### src/sv/stqr_pkg.sv
// ----------------------------------------------------------------------------
// stqr_pkg
// Shared constants, payload structs and controller/datapath interface types
// for the sparse table range query unit.
// ----------------------------------------------------------------------------
package stqr_pkg;

  localparam int MAX_ELEMENTS = 1024;
  localparam int MAX_LEVELS   = 11;
  localparam int VALUE_BITS   = 32;
  localparam int RANGE_BITS   = 10;

  localparam int IDX_BITS  = $clog2(MAX_ELEMENTS);
  localparam int CNT_BITS  = IDX_BITS + 1;
  localparam int LVL_BITS  = $clog2(CNT_BITS + 1);
  localparam int ADDR_BITS = LVL_BITS + IDX_BITS;
  localparam int RAM_DEPTH = MAX_ELEMENTS * MAX_LEVELS;
  localparam int SH_BITS   = $clog2(VALUE_BITS);

  localparam int CFG_ADDR_BITS  = 1;
  localparam int CFG_DATA_BITS  = 32;
  localparam logic [CFG_ADDR_BITS-1:0] REG_MODE_ADDR = 1'b0;

  typedef enum logic [1:0] {
    MODE_MAX = 2'd0,
    MODE_MIN = 2'd1,
    MODE_SUM = 2'd2,
    MODE_GCD = 2'd3
  } mode_t;

  localparam logic OP_LOAD  = 1'b0;
  localparam logic OP_QUERY = 1'b1;

  typedef struct packed {
    logic                          opcode;
    logic signed [VALUE_BITS-1:0]  element_value;
    logic                          last_element;
    logic [RANGE_BITS-1:0]         range_left;
    logic [RANGE_BITS-1:0]         range_right;
  } req_t;

  typedef struct packed {
    logic signed [VALUE_BITS-1:0]  range_result;
    logic                          bad_range;
  } rsp_t;

  typedef enum logic [2:0] {
    RD_BUILD_A,
    RD_BUILD_B,
    RD_FAST_A,
    RD_FAST_B,
    RD_WALK
  } rd_sel_t;

  typedef enum logic [1:0] {
    OUT_SRC_BAD,
    OUT_SRC_CMB,
    OUT_SRC_ACC
  } out_src_t;

  typedef struct packed {
    logic     accept;
    logic     wr_load;
    logic     wr_build;
    logic     rd_en;
    rd_sel_t  rd_sel;
    logic     cap_a;
    logic     cap_b;
    logic     cmb_start;
    logic     walk_init;
    logic     walk_cap;
    logic     acc_load;
    logic     out_load;
    out_src_t out_src;
  } dp_cmd_t;

  typedef struct packed {
    logic is_query;
    logic is_last;
    logic multi_level;
    logic bad;
    logic fast;
    logic walk_done;
    logic have;
    logic build_last;
    logic cmb_done;
    logic out_free;
  } dp_status_t;

  // number of significant bits
  function automatic logic [LVL_BITS-1:0] bit_len(input logic [CNT_BITS-1:0] v);
    logic [LVL_BITS-1:0] n;
    n = '0;
    for (int i = 0; i < CNT_BITS; i++) begin
      if (v[i]) n = LVL_BITS'(i + 1);
    end
    return n;
  endfunction

endpackage

### src/sv/stqr_ctrl.sv
// ----------------------------------------------------------------------------
// stqr_ctrl
// Controller: sequences loads, the table build and the two query methods.
// ----------------------------------------------------------------------------
module stqr_ctrl (
  input  logic                 clk,
  input  logic                 rst,
  input  logic                 req_valid,
  output logic                 req_stall,
  input  stqr_pkg::dp_status_t status,
  output stqr_pkg::dp_cmd_t    cmd
);
  import stqr_pkg::*;

  typedef enum logic [4:0] {
    S_IDLE, S_DEC, S_LOAD, S_LOAD_END,
    S_B_RA, S_B_RB, S_B_RC, S_B_S, S_B_W,
    S_CHECK,
    S_F_RA, S_F_RB, S_F_RC, S_F_S, S_F_W,
    S_W_RD, S_W_CAP, S_W_S, S_W_W, S_W_CHK,
    S_OUT_BAD, S_OUT_CMB, S_OUT_ACC
  } state_t;

  state_t state;
  state_t state_next;

  always_comb begin
    cmd        = '0;
    cmd.rd_sel = RD_WALK;
    cmd.out_src = OUT_SRC_BAD;
    state_next = state;
    unique case (state)
      S_IDLE: begin
        cmd.accept = req_valid;
        if (req_valid) state_next = S_DEC;
      end
      S_DEC:      state_next = status.is_query ? S_CHECK : S_LOAD;
      S_LOAD: begin
        cmd.wr_load = 1'b1;
        state_next  = S_LOAD_END;
      end
      S_LOAD_END: state_next = (status.is_last && status.multi_level) ? S_B_RA : S_IDLE;
      S_B_RA: begin
        cmd.rd_en  = 1'b1;
        cmd.rd_sel = RD_BUILD_A;
        state_next = S_B_RB;
      end
      S_B_RB: begin
        cmd.rd_en  = 1'b1;
        cmd.rd_sel = RD_BUILD_B;
        cmd.cap_a  = 1'b1;
        state_next = S_B_RC;
      end
      S_B_RC: begin
        cmd.cap_b  = 1'b1;
        state_next = S_B_S;
      end
      S_B_S: begin
        cmd.cmb_start = 1'b1;
        state_next    = S_B_W;
      end
      S_B_W: begin
        if (status.cmb_done) begin
          cmd.wr_build = 1'b1;
          state_next   = status.build_last ? S_IDLE : S_B_RA;
        end
      end
      S_CHECK: begin
        if (status.bad) begin
          state_next = S_OUT_BAD;
        end else if (status.fast) begin
          state_next = S_F_RA;
        end else begin
          cmd.walk_init = 1'b1;
          state_next    = S_W_RD;
        end
      end
      S_F_RA: begin
        cmd.rd_en  = 1'b1;
        cmd.rd_sel = RD_FAST_A;
        state_next = S_F_RB;
      end
      S_F_RB: begin
        cmd.rd_en  = 1'b1;
        cmd.rd_sel = RD_FAST_B;
        cmd.cap_a  = 1'b1;
        state_next = S_F_RC;
      end
      S_F_RC: begin
        cmd.cap_b  = 1'b1;
        state_next = S_F_S;
      end
      S_F_S: begin
        cmd.cmb_start = 1'b1;
        state_next    = S_F_W;
      end
      S_F_W:      if (status.cmb_done) state_next = S_OUT_CMB;
      S_W_RD: begin
        cmd.rd_en  = 1'b1;
        cmd.rd_sel = RD_WALK;
        state_next = S_W_CAP;
      end
      S_W_CAP: begin
        // first block seeds the accumulator, later ones combine into it
        cmd.walk_cap = 1'b1;
        state_next   = status.have ? S_W_S : S_W_CHK;
      end
      S_W_S: begin
        cmd.cmb_start = 1'b1;
        state_next    = S_W_W;
      end
      S_W_W: begin
        if (status.cmb_done) begin
          cmd.acc_load = 1'b1;
          state_next   = S_W_CHK;
        end
      end
      S_W_CHK:    state_next = status.walk_done ? S_OUT_ACC : S_W_RD;
      S_OUT_BAD: begin
        cmd.out_src = OUT_SRC_BAD;
        if (status.out_free) begin
          cmd.out_load = 1'b1;
          state_next   = S_IDLE;
        end
      end
      S_OUT_CMB: begin
        cmd.out_src = OUT_SRC_CMB;
        if (status.out_free) begin
          cmd.out_load = 1'b1;
          state_next   = S_IDLE;
        end
      end
      S_OUT_ACC: begin
        cmd.out_src = OUT_SRC_ACC;
        if (status.out_free) begin
          cmd.out_load = 1'b1;
          state_next   = S_IDLE;
        end
      end
      default:    state_next = S_IDLE;
    endcase
  end

  assign req_stall = (state != S_IDLE);

  always_ff @(posedge clk) begin
    if (rst) begin
      state <= S_IDLE;
    end else begin
      state <= state_next;
    end
  end

endmodule

### config.mk
export PLATFORM = sky130hd
export DESIGN_NAME = stqr_ctrl
export DESIGN_NICKNAME = d
export VERILOG_FILES = /design/src/sv/stqr_pkg.sv /design/src/sv/stqr_ctrl.sv
export SDC_FILE = /design/constraint.sdc
export NUM_CORES = 1
export LEC_CHECK = 0
export ABC_AREA = 1
export BUFFER_PORTS_ARGS = -buffer_cell sky130_fd_sc_hd__buf_2
export CAP_MARGIN = 20
export CORE_MARGIN = 3
export CORE_UTILIZATION = 46
export CTS_CLUSTER_DIAMETER = 120
export DETAILED_ROUTE_END_ITERATION = 16
export GPL_ROUTABILITY_DRIVEN = 0
export PLACE_DENSITY = 0.77
export SLEW_MARGIN = 20
export SYNTH_ARGS = -nofsm -noshare
export SYNTH_HDL_FRONTEND = slang
export SYNTH_SLANG_ARGS = --single-unit
### constraint.sdc
create_clock -name clk -period 1.6 [get_ports clk]
set_input_delay 0.48 -clock clk [delete_from_list [all_inputs] [get_ports clk]]
set_output_delay 0.48 -clock clk [all_outputs]
set_load 0.1 [all_outputs]
==> metrics.md, run 1 <==
| Metric | Value |
|---|---|
| Outcome | `aborted with a tool error` |
| Row cnt | `13` |
| Cell count after synthesis | `roughly 130` |
| Mean Syn Cell Area | `5.353 sq um` |
| Post-synthesis mux area share | `0` |
| Synth Register Bits | `5` |
| Die height | `about 45 um` |
| Post-Synth Adder-Cell Area | `0` |
| I/O Buffers | `29` |
| Compound-Gate Fraction of Synth Area | `0.1388` |
| Seq/Total Area, Yosys | `0.1406` |
| Syn Nets | `approximately 150` |
| Yosys cell types | `24` |
| Yosys warnings | `0` |
| Simple-gate portion of the synthesized area | `0.5923` |
| Post-Syn Area | `a little over 700 sq um` |
| Starting Density | `0.5149` |
| Die Wd | `45.34 um` |
| Main combinational cell family by area after synthesis | `simple AND/OR/NAND/NOR gates` |
| Log Error | `[ERROR DPL-0038] Utilization greater than 100%, impossible to legalize` |
| # IOs | `30` |
| Last stage | `3_5_place_dp` |
| Post-Synth XOR/XNOR Area | `0` |
## stage by stage
stage / cells / hold WS (ps) / setup TNS [ps] / setup WS [ps]
floorplan: 133 / 493.4 / -6829 / -989.0
global placement: 213 / 624.6 / -1162 / -120.8
## synthesized netlist by cell type
cell	instances	share of area
nand2_4	1	0.016
nor3_1	3	0.021
nand4_1	4	0.035
o21a_1	1	0.011
buf_4	1	0.011
o21ai_0	6	0.042
nand2_2	2	0.018
a21oi_1	6	0.042
a31oi_1	1	0.0088
inv_2	7	0.037
nor3b_1	1	0.011
dfxtp_1	5	0.14
inv_1	14	0.074
nor2_2	2	0.018
nor2_4	3	0.047
a31o_2	1	0.012
o211ai_1	1	0.011
nand2_1	38	0.20
a21oi_2	1	0.012
nand3_2	3	0.042
nor2_1	21	0.11
nand3b_1	1	0.011
nand3_1	9	0.063
buf_2	1	0.0070
## cell families after synthesis
logic type      after synthesis
compound gates               17
flops                         5
buf+inv                      23
simple gates                 88
==> inputs of run 2 (changes only) <==
--- a/config.mk
+++ b/config.mk
@@ -8,12 +8,11 @@
 export ABC_AREA = 1
 export BUFFER_PORTS_ARGS = -buffer_cell sky130_fd_sc_hd__buf_2
 export CAP_MARGIN = 20
-export CORE_MARGIN = 3
-export CORE_UTILIZATION = 46
-export CTS_CLUSTER_DIAMETER = 120
+export CORE_AREA = 3 3 64 66
 export DETAILED_ROUTE_END_ITERATION = 16
+export DIE_AREA = 0 0 67 69
 export GPL_ROUTABILITY_DRIVEN = 0
-export PLACE_DENSITY = 0.77
+export PLACE_DENSITY_LB_ADDON = 0.15
 export SLEW_MARGIN = 20
 export SYNTH_ARGS = -nofsm -noshare
 export SYNTH_HDL_FRONTEND = slang
==> run 2 against run 1 <==
Area after synthesis unchanged. Synthesized cell count unchanged. The flow now finishes, with violations (setup timing).
==> metrics.md, run 2 <==
| Metric | Value |
|---|---|
| Outcome | `finished, violations left` |
| Failing checks | `setup timing` |
| Core area | `3633 sq um` |
| Finished layout cell area | `between 2000 and 2500 sq um` |
| Dpl cell area | `~1600 sq um` |
| Root Buffer | `clkbuf_8` |
| Compound-Gate Fraction of Synth Area | `0.1388 (unchanged)` |
| Post-Route Utilization | `0.5623` |
| Hold path cells | `2` |
| Setup TNS | `-4345 ps` |
| First-pass GRT wire length | `between 5000 and 6000 um` |
| Largest net degree at the start of global routing | `7` |
| Final Critical Period | `between 1500 and 2000 ps` |
| Flip-flop and latch area | `118.9 sq um` |
| Most frequent cells in the layout | `40 x buf_4, 24 x nand2_1, 18 x buf_12` |
| Count leader, synth | `nand2_1` |
| Top-area cell type share of the netlist area | `0.2004 (unchanged)` |
| Max FFs per register | `5` |
| Crit Path Class | `reg2out` |
| DRT Pass-1 Iters | `4` |
| Detail Route Antenna Nets | `0` |
| Hold Startpoint | `rst` |
| Post-Synth Adder-Cell Area | `0 (unchanged)` |
| Slew Limit Fails | `0` |
| NumNets Final | `between 200 and 250` |
| Hpwl dp | `2688 um` |
| I/O Buffers | `29 (unchanged)` |
| DRC Markers | `0` |
| Clock sinks | `5` |
| Pleak | `~0.00093 uW` |
| Simple-gate portion of the synthesized area | `0.5923 (unchanged)` |
| Slew headroom | `0.7831` |
| Final Hold Vio Count | `0` |
| Worst EP required | `between 1000 and 1500 ps` |
| Commonest cells post-synth | `38 x nand2_1, 21 x nor2_1, 14 x inv_1, 9 x nand3_1, 7 x inv_2` |
| Main combinational cell family by area after synthesis | `simple AND/OR/NAND/NOR gates` |
| Routed wire length | `between 3000 and 4000 um` |
| Die height | `69 um (+52%)` |
| Vias per cell | `4.429` |
| R2r worst-path depth | `11` |
| Setup slack after layout | `-324.5 ps` |
| Routed vias | `1187` |
| R2r endpoint | `state[4]$_SDFFE_PP0P_` |
| Mean Syn Cell Area | `5.353 sq um (unchanged)` |
| Post-Synth XOR/XNOR Area | `0 (unchanged)` |
| Pwr dens | `about 1400 nW/um^2` |
| Top reg by flops | `state` |
| TritonCTS Buffers | `3` |
| Clk buf depth | `2` |
| Crit start category | `flip-flop` |
| Share of flip-flops with an asynchronous set or reset | `0 (unchanged)` |
| Top cell type by total area after synthesis | `nand2_1` |
| Number of global-route vias before repair | `1179` |
| CTS tree | `yes` |
| Power, Total | `approximately 2800 uW` |
| Gr usage total | `0.1479` |
| Post-synthesis mux area share | `0 (unchanged)` |
| Commonest non-fill, non-tap cell in the layout | `buf_4` |
| Clock Latency Late Sink | `220 ps` |
| Synth Register Bits | `5 (unchanged)` |
| Worst r2r src | `state[0]$_SDFFE_PP0P_` |
| Max cap viols | `0` |
| Place WS | `-269.4 ps` |
| Worst Tran Pin Value | `approximately 320 ps` |
| Die ar. | `4623 sq um` |
| Clk_skew | `between 1.5 and 2 ps` |
| Total grt overflow | `0` |
| RSZ-0062 raised after global routing | `yes` |
| Tcrit/Tclk final | `1.203` |
| Yosys cell types | `24 (unchanged)` |
| Initial DRC count | `26` |
| # IOs | `30 (unchanged)` |
| WHS Endpoint | `state[1]$_SDFFE_PP0P_` |
| Cell count after synthesis | `133 (unchanged)` |
| Top flop regs | `state: 5 flops` |
| Clock Pin Slew Worst Setup and Hold Paths | `approximately 40 ps` |
| Crit Path Max Fanout | `4` |
| Fmax | `~520 MHz` |
| ANT cells | `0` |
| Die Wd | `67 um (+48%)` |
| Peak supply drop | `about 0.47 mV` |
| Starting Density | `0.1959 (-0.3190)` |
| Hold-fix buffer count after cts | `0` |
| Fill count | `roughly 330` |
| Primary FF master, synth | `dfxtp_1` |
| Arrival time worst endpoint | `between 1000 and 1500 ps` |
| Hold crit path type | `in2reg` |
| H-tree Lvls | `1` |
| Post-synth EDFFs | `0 (unchanged)` |
| Flop2flop setup slack | `approximately 50 ps` |
| Synth area leaders | `nand2_1 20%, dfxtp_1 14%, nor2_1 11%, inv_1 7.4%, nand3_1 6.3%` |
| Post-Syn Area | `711.9 sq um (unchanged)` |
| Initial antenna violation count | `0` |
| Area grow syn2layout | `187.0%` |
| Seq/Total Area, Yosys | `0.1406 (unchanged)` |
| Syn Nets | `146 (unchanged)` |
| Setup crit end kind | `primary output` |
| Routed len/inst | `roughly 13 um` |
| Share of cells above drive strength 1 | `0.7091` |
| Yosys warnings | `0 (unchanged)` |
| Row cnt | `22 (+9)` |
| Multi-input gate area | `834.6 sq um` |
| Setup-failing EPs final | `17` |
## run 2: how the worst max path moves through the flow
stage | start | end | slack, ps | cells after the start
6_report | state[1]$_SDFFE_PP0P_ | cmd[12] | -320 | 7
3_5_place_dp | state[0]$_SDFFE_PP0P_ | cmd[12] | -270 | 7
2_1_floorplan | state[3]$_SDFFE_PP0P_ | cmd[6] | -990 | 3
4_1_cts | state[1]$_SDFFE_PP0P_ | cmd[15] | -360 | 7
5_1_grt | state[0]$_SDFFE_PP0P_ | cmd[15] | -390 | 7
3_3_place_gp | state[4]$_SDFFE_PP0P_ | cmd[12] | -190 | 6
## run 2: final cells by class
type / instances / area share
sequential: 5 / 0.05818
inverter: 21 / 0.04654
multi-input combinational: 105 / 0.4085
clock buffer: 4 / 0.02205
timing repair buffer: 85 / 0.4354
tap: 48 / 0.02939
## run 2: worst max-delay path, cell delays in order (launching register included)
cell     delay [ps]
dfxtp_4         350
nand2_1         140
nor2_4           60
nand2_4         120
nand2_8          60
a31oi_4         210
o21ai_4          90
buf_12          170
## run 2: cells by family (layout without fill, tap and decap cells)
| group | count (synthesis) | after routing |
|---|---|---|
| simple gates | 88 | 88 |
| buf+inv | 23 | 110 |
| compound gates | 17 | 17 |
| flops | 5 | 5 |
## run 2: per-stage QoR
step / cells / hold slack (ps)
after floorplan: 133 / 493.4
after global placement: 249 / 522.6
after detailed placement: 249 / 519.7
after CTS: 260 / 467.0
after global routing: 268 / 479.4
final: 268 / 477.5
## run 2: report_power, final
part / internal [uW] / switching, uW / total, uW
clock network: 171 / 62.0 / 233
registers: 172 / 68.3 / 240
logic: 1010 / 1300 / 2310
total: 1350 / 1430 / 2780
## run 2: per-layer routing
| layer | vias to the layer above | part of all wire | wire, um | GRT usage |
|---|---|---|---|---|
| met2 | 32 | 0.55 | 1880 | 0.2533 |
| met5 | - | 0 | 0 | 0 |
| met3 | 5 | 0.037 | 125 | 0.01792 |
| met1 | 547 | 0.39 | 1347 | 0.1860 |
| met4 | 0 | 0.017 | 57 | 0.04955 |
| li1 | 603 | - | - | - |
## run 2: timing repair
action | CTS | global route
resized for setup | 28 | 32
endpoints found under the setup margin | 21 | 21
cloned | 0 | 0
buffers inserted | 7 | 10
pin swaps | 11 | 18
(Power assumes the default switching activity.)
